==> config.mk <==
export PLATFORM = sky130hd
export DESIGN_NAME = ccr_div_pipe
export DESIGN_NICKNAME = d
export VERILOG_FILES = /design/src/assert_macros.svh /design/src/ccr_pkg.sv /design/src/ccr_div_pipe.sv
export SDC_FILE = /design/constraint.sdc
export NUM_CORES = 2
export LEC_CHECK = 0
export ABC_AREA = 0
export BUFFER_PORTS_ARGS = -buffer_cell sky130_fd_sc_hd__buf_2
export CORE_MARGIN = 4
export CORE_UTILIZATION = 35
export CTS_BUF_LIST = sky130_fd_sc_hd__clkbuf_16
export DETAILED_ROUTE_END_ITERATION = 16
export MAX_ROUTING_LAYER = met4
export PLACE_DENSITY = 0.61
export SLEW_MARGIN = 40
export SYNTH_ARGS = -nofsm -noshare
export SYNTH_HDL_FRONTEND = slang
export SYNTH_SLANG_ARGS = --single-unit
==> constraint.sdc <==
create_clock -name clk -period 4.56 [get_ports clk]
set_clock_uncertainty 0.15 [all_clocks]
set_input_delay 0.684 -clock clk [delete_from_list [all_inputs] [get_ports clk]]
set_output_delay 0.684 -clock clk [all_outputs]
set_load 0.01 [all_outputs]
==> src/assert_macros.svh <==
// Assertion macros shared by the RTL that checks itself.
`ifndef ASSERT_MACROS_SVH
`define ASSERT_MACROS_SVH

// Property checked on the rising clock edge, ignored while in reset.
`define ASSERT_CLK(lbl, prop, msg) \
	lbl: assert property (@(posedge clk) disable iff (!arst_n) (prop)) \
		else $error(msg);

// Condition that must never be seen on a clock edge.
`define ASSERT_NEVER(lbl, cond, msg) \
	`ASSERT_CLK(lbl, !(cond), msg)

`endif

==> src/ccr_pkg.sv <==
// Shared widths, codes and types of the circle/capsule repulsion unit.
`timescale 1ns / 1ps

package ccr_pkg;

	localparam int COORD_W       = 24;
	localparam int RADIUS_W      = 16;
	localparam int CFG_W         = 16;
	localparam int CFG_IDX_W     = 2;
	localparam int PUSH_W        = 32;
	localparam int FRAC_BITS_DEF = 8;

	localparam int DIFF_W  = COORD_W + 1;
	localparam int PROD_W  = 2 * DIFF_W;
	localparam int ROOT_W  = PROD_W / 2;
	localparam int RSUM_W  = RADIUS_W + 1;
	localparam int QUO_W   = RSUM_W;
	localparam int MAG_W   = COORD_W;
	localparam int NUM_B_W = MAG_W + RSUM_W;

	localparam logic [CFG_IDX_W-1:0] CFG_MASS_GAIN      = CFG_IDX_W'(0);
	localparam logic [CFG_IDX_W-1:0] CFG_FORCE_MODIFIER = CFG_IDX_W'(1);

	typedef enum logic [1:0] {
		KIND_NONE      = 2'd0,
		KIND_SIDE      = 2'd1,
		KIND_CAP_START = 2'd2,
		KIND_CAP_END   = 2'd3
	} kind_t;

endpackage

==> src/ccr_div_pipe.sv <==
// Pipelined restoring divider, one quotient bit per stage, several lanes in lockstep.
`timescale 1ns / 1ps

module ccr_div_pipe #(
	parameter int N      = 1,
	parameter int NUM_W  = ccr_pkg::PROD_W,
	parameter int DEN_W  = ccr_pkg::ROOT_W,
	parameter int Q_W    = ccr_pkg::QUO_W,
	parameter int SIDE_W = 1
) (
	input  logic                     clk,
	input  logic                     arst_n,
	input  logic                     en,
	input  logic                     in_valid,
	input  logic [N-1:0][NUM_W-1:0]  num,
	input  logic [N-1:0][DEN_W-1:0]  den,
	input  logic [SIDE_W-1:0]        side_i,
	output logic                     out_valid,
	output logic [N-1:0][Q_W-1:0]    quo,
	output logic [SIDE_W-1:0]        side_o
);
	import ccr_pkg::*;

	// numerator must stay below den * 2^Q_W
	localparam int CW = (NUM_W > DEN_W + Q_W) ? NUM_W : DEN_W + Q_W;

	logic [N-1:0][NUM_W-1:0] rem_s  [Q_W];
	logic [N-1:0][DEN_W-1:0] den_s  [Q_W];
	logic [N-1:0][Q_W-1:0]   quo_s  [Q_W];
	logic [SIDE_W-1:0]       side_s [Q_W];
	logic                    valid_s[Q_W];

	for (genvar k = 0; k < Q_W; k++) begin : g_stage
		localparam int SH = Q_W - 1 - k;

		logic [N-1:0][NUM_W-1:0] rem_in, rem_nx;
		logic [N-1:0][DEN_W-1:0] den_in;
		logic [N-1:0][Q_W-1:0]   quo_in, quo_nx;
		logic [SIDE_W-1:0]       side_in;
		logic                    valid_in;

		if (k == 0) begin : g_first
			assign rem_in   = num;
			assign den_in   = den;
			assign quo_in   = '0;
			assign side_in  = side_i;
			assign valid_in = in_valid;
		end else begin : g_next
			assign rem_in   = rem_s[k-1];
			assign den_in   = den_s[k-1];
			assign quo_in   = quo_s[k-1];
			assign side_in  = side_s[k-1];
			assign valid_in = valid_s[k-1];
		end

		always_comb begin
			logic [CW-1:0] dsh;
			for (int j = 0; j < N; j++) begin
				dsh = CW'(den_in[j]) << SH;
				if (CW'(rem_in[j]) >= dsh) begin
					rem_nx[j] = rem_in[j] - dsh[NUM_W-1:0];
					quo_nx[j] = quo_in[j] | (Q_W'(1) << SH);
				end else begin
					rem_nx[j] = rem_in[j];
					quo_nx[j] = quo_in[j];
				end
			end
		end

		always_ff @(posedge clk) begin
			if (en) begin
				rem_s[k]  <= rem_nx;
				den_s[k]  <= den_in;
				quo_s[k]  <= quo_nx;
				side_s[k] <= side_in;
			end
		end

		always_ff @(posedge clk or negedge arst_n) begin
			if (!arst_n) begin
				valid_s[k] <= 1'b0;
			end else if (en) begin
				valid_s[k] <= valid_in;
			end
		end
	end

	assign quo       = quo_s[Q_W-1];
	assign side_o    = side_s[Q_W-1];
	assign out_valid = valid_s[Q_W-1];

endmodule

* Word level (Yosys, flattened, before mapping)
Memory sizes are Yosys's and may differ from the RTL's. Index checks and enable logic that the tools add are counted.
Storage, ports and cells: flip-flop bits (word level) 17, RAM bits 1581, bits of input ports 80, output and inout port bits 19, word-level logic and storage cells 91, memories kept 4
Cells by class: add/subtract/negate cells 17, magnitude comparators 17, multiplexer cells 36
Memories:
- rem_s | words 17, bits a word 50, rd ports 16, clocked after Yosys merged registers in 0, wr ports 17, line ccr_div_pipe.sv:27 | logic [N-1:0][NUM_W-1:0] rem_s [Q_W];
- den_s | words 17, bits a word 25, rd ports 16, clocked after Yosys merged registers in 0, wr ports 17, line ccr_div_pipe.sv:28 | logic [N-1:0][DEN_W-1:0] den_s [Q_W];
- quo_s | words 17, bits a word 17, rd ports 17, clocked after Yosys merged registers in 0, wr ports 17, line ccr_div_pipe.sv:29 | logic [N-1:0][Q_W-1:0] quo_s [Q_W];
- side_s | words 17, bits a word 1, rd ports 17, clocked after Yosys merged registers in 0, wr ports 17, line ccr_div_pipe.sv:30 | logic [SIDE_W-1:0] side_s [Q_W];
Operator list (number):
- two-way mux 50 bit | 17
- greater-or-equal comparator 50 x 25 -> 1 bit | 1
- greater-or-equal comparator 50 x 26 -> 1 bit | 1
- greater-or-equal comparator 50 x 27 -> 1 bit | 1
- greater-or-equal comparator 50 x 28 -> 1 bit | 1
- greater-or-equal comparator 50 x 29 -> 1 bit | 1
- greater-or-equal comparator 50 x 30 -> 1 bit | 1
- greater-or-equal comparator 50 x 31 -> 1 bit | 1
- greater-or-equal comparator 50 x 32 -> 1 bit | 1
- greater-or-equal comparator 50 x 33 -> 1 bit | 1
- greater-or-equal comparator 50 x 34 -> 1 bit | 1
- greater-or-equal comparator 50 x 35 -> 1 bit | 1
- greater-or-equal comparator 50 x 36 -> 1 bit | 1
- greater-or-equal comparator 50 x 37 -> 1 bit | 1
- greater-or-equal comparator 50 x 38 -> 1 bit | 1
- greater-or-equal comparator 50 x 39 -> 1 bit | 1
- greater-or-equal comparator 50 x 40 -> 1 bit | 1
- greater-or-equal comparator 50 x 41 -> 1 bit | 1
- subtractor 50 x 25 -> 50 bit | 1
- subtractor 50 x 26 -> 50 bit | 1
- subtractor 50 x 27 -> 50 bit | 1
- subtractor 50 x 28 -> 50 bit | 1
- subtractor 50 x 29 -> 50 bit | 1
- subtractor 50 x 30 -> 50 bit | 1
- other kinds (28) | 30

* Longest topological paths before layout
An unclocked memory read counts as a cell.
depth after elaboration 3, gate-level depth with buffers 14, mapped depth without buffers 14

* Worst setup path before layout
Ideal clock, no wire load.
path type register -> register, from memory rem_s[0][270] (netlist name), to memory rem_s[0][339] (netlist name), data pin, setup time 271 ps, arrival 3280 ps, data required time 4139 ps, path slack 859 ps, cell stages (with the launch flop) 12, path buffers 1, clock period less this slack 3701 ps, cells stage by stage edfxtp_1 > ha_1 > nand4_1 > or2_2 > or4_1 > nor4_1 > nor3b_1 > a21oi_2 > or4b_1 > clkbuf_1 > nor4_1 > xor2_1
RTL lines (line):
- start: declaration | ccr_div_pipe.sv:27

==> qor.txt <==
status: completed
CP Launch Point: rem_s[0][15]
CTS tree: done
syn_area_per_cell: 11.2 um^2
DR DRC count: 0
min-delay worst type: in2reg
minimum clock period: 4.17 ns
fraction of layout cells with a size suffix above 1: 0.0784
leakage power: 32.3 nW
I/O Pins: 99
Final Setup Violations: 0
synth unique cells: 94
Vias: 50600
setup bufs post-CTS: 0
global-route wire length before repair: 265000 um
Ys Warns: 0
largest net degree at the start of global routing: 144
CP max-delay cell: o22ai_1
Die Y-Extent: 471 um
Clock Sinks: 1387
Slew @ Worst Pin: 0.914 ns
Synth Flop Type: edfxtp_1
DP Cell Count: 9539
Max stage delay on crit path: 0.45 ns
Synth Instances: 6678
Clk pin slew, worst setup/hold paths: 0.06 ns
Area after DPL: 79600 um^2
Buffers & Inverters on Critical Path: 2
Final nets: 7450
final WL: 166000 um
clock latency at the later pin of the worst-skew pair: 0.80 ns
post-DP HPWL: 126000 um
Cell Area, Synth: 75100 um^2
final cell count without fillers: 9876
CTS Root Cell: clkbuf_16
max-slew violations: 0
Worst EP arrival: 4.54 ns
Setup CP Type: reg2reg
critical path, cell by cell: inv_1, ha_1, inv_1, fa_1, a211o_1, a21oi_1, o21ai_0, o211a_1, o41a_1, o22ai_1, o21ai_0, nor4_1, xor2_1
Hold WS: 0.0790 ns
# rows: 169
syn nets: 7199
setup TNS: 0 ns
RSZ-0062 raised after global routing: no
vias in the first global route: 52000
Initial Util: 0.353
HP Start: num[19]
1st-iter DRT viols: 3001
Post-synth ARST share: 0.0123
WP data required: 4.94 ns
cell area after layout: 85200 um^2
crit path max fanout: 4
PortBufs: 98
pwr dens: 575 nW/um^2
max_cap viols: 0
Yosys reg bits: 1387
Crit path max-delay family: compound AO/OA/AOI/OAI gates
Clock Path Buffers: 3
H-tree Lvls: 4
Startpoint Class: flip-flop
full die area: 222000 um^2
Peak VDD IR: 0.000429 V
fmax: 240 MHz
gpl congestion: 0.995
number of flops mapped to enable cells by yosys: 1370
Rel. slew slack: 0.387
vias per cell: 5.12
Die X: 471 um
core area: 213000 um^2
initial antenna violation count: 1
Worst setup EP type: flip-flop
CTS Buf Count: 157
routed length per instance: 16.8 um
sequential-to-total area share from yosys stat: 0.553
Routed Antenna Nets: 0
final hold violations: 0
final worst-path cycle share: 0.914
Area Growth Syn to Fin: 13.4%
gr usage total: 0.150
global-route congestion overflow total: 0
first-pass iteration count of the detailed router: 5
R2R Path Start: rem_s[0][15]
-- what timing repair did --
action,4_1_cts,5_1_grt
hold buffers,52,0
resized for setup,0,0
endpoints found under the hold margin,68,0
setup endpoints to repair,0,0
-- worst reg2reg max path: cells and delay by family (launching register included) --
family / cells / cell delay [ns]
AOI/OAI and AO/OA: 7 / 2.25
xor gates and xnor gates: 1 / 0.12
adders and majority gates: 2 / 0.57
buffers and inverters: 2 / 0.12
DFF: 1 / 0.38
and+or+nand+nor: 1 / 0.31
-- flip-flops by register name (all words and copies together) (netlist names) --
signal            count
rem_s               800
den_s               400
quo_s               153
side_s               17
g_stage.valid_in     16
out_valid             1
-- cells by family after synthesis --
logic type	count (synthesis)	share of synthesized area
buf+inv	710	0.0356
mux	68	0.0101
flops	1387	0.553
xor+xnor	581	0.0678
simple gates	1876	0.124
fa+ha+maj	441	0.0751
compound gates	1615	0.134
-- path summary, 6_finish.rpt --
check	end	slack, ns	cells past startpoint
max	rem_s[0][95]	0.39	13
min	rem_s[0][19]	0.08	2
max reg2reg	rem_s[0][95]	0.39	13
min reg2reg	side_s[0][14]	0.26	0
max in group asynchronous	g_stage[1].valid_in	3.82	2
min in group asynchronous	g_stage[16].valid_in	0.18	2
-- through the flow --
step                      setup WS (ns)  utilization  power (mW)
after global placement            0.340        0.374        36.5
after CTS                         0.398        0.400        49.3
after detailed placement          0.400        0.374        36.9
final                             0.394        0.400        49.0
after global routing             0.0305        0.400        52.2
after floorplan                   0.859            -        32.1
-- final cells by class --
| class | instances | area (um^2) |
|---|---|---|
| Timing Repair Buffer | 258 | 2050 |
| Tap cell | 2821 | 3530 |
| Clock buffer | 157 | 3930 |
| Inverter | 544 | 2040 |
| Fill cell | 20000 | 128000 |
| Clock inverter | 127 | 1080 |
| Multi-Input combinational cell | 4581 | 31000 |
| Antenna cell | 1 | 2.50 |
| Sequential cell | 1387 | 41600 |
-- synth_stat cells, types with 11 or more instances --
master,number,area (um^2)
edfxtp_1,1370,41100
inv_1,541,2030
nand2_1,519,1950
a21oi_1,517,2590
nor2_1,463,1740
ha_1,425,5320
o21ai_0,410,2050
xor2_1,297,2600
xnor2_1,284,2490
a21o_1,169,1270
nor3_1,163,816
clkbuf_1,148,556
nand3_1,113,566
nor4_1,101,632
nand4_1,90,563
o21a_1,85,638
nand2b_1,68,425
mux2_2,65,732
nor2b_1,62,388
a211oi_1,53,398
o21bai_1,49,368
or4_1,47,353
o31ai_1,44,330
or3_1,42,263
a31oi_1,34,213
and3_1,34,213
o211ai_1,34,255
and2_1,31,194
o31a_1,27,236
or2_2,25,156
a211o_1,22,193
nand4b_1,18,158
nor4b_1,18,158
and4_1,17,149
dfrtp_1,17,425
fa_1,16,320
nand3b_1,15,113
a2111oi_0,14,123
a21boi_0,14,105
a31o_2,12,105
a41oi_1,12,105
buf_1,12,45.0
nor3b_1,12,90.1
o2111ai_1,12,105
a311oi_1,11,96.3
-- cell usage in the layout, fill, tap and decap left out, types with 62 or more instances in the layout --
cell | Yosys | routed
nand2b_1 | 68 | 68
buf_2 | 6 | 97
nor3_1 | 163 | 160
o21a_1 | 85 | 85
nand4_1 | 90 | 90
buf_4 | 0 | 91
xor2_1 | 297 | 297
nand3_1 | 113 | 113
ha_1 | 425 | 425
a21oi_1 | 517 | 516
mux2_2 | 65 | 65
nand2_1 | 519 | 519
inv_1 | 541 | 579
nor4_1 | 101 | 98
o21ai_0 | 410 | 409
edfxtp_1 | 1370 | 1370
a21o_1 | 169 | 169
nor2_1 | 463 | 463
clkbuf_16 | 0 | 157
nor2b_1 | 62 | 62
xnor2_1 | 284 | 284
-- per-layer routing --
metal | vias up | routed length [um] | GRT usage
li1 | 25200 | - | -
met1 | 23600 | 62500 | 0.146
met2 | 1200 | 86500 | 0.278
met3 | 562 | 5300 | 0.0217
met4 | 0 | 11500 | 0.0960
met5 | - | 0 | -
-- where the power goes --
part | switching (mW) | internal (mW) | leakage, nW | total [mW]
Combinational | 10.2 | 7.42 | 16.3 | 17.6
Sequential | 1.65 | 17.7 | 13.4 | 19.3
Clock | 5.15 | 6.89 | 2.58 | 12.0
No activity file was read; power rests on OpenSTA's default activity.
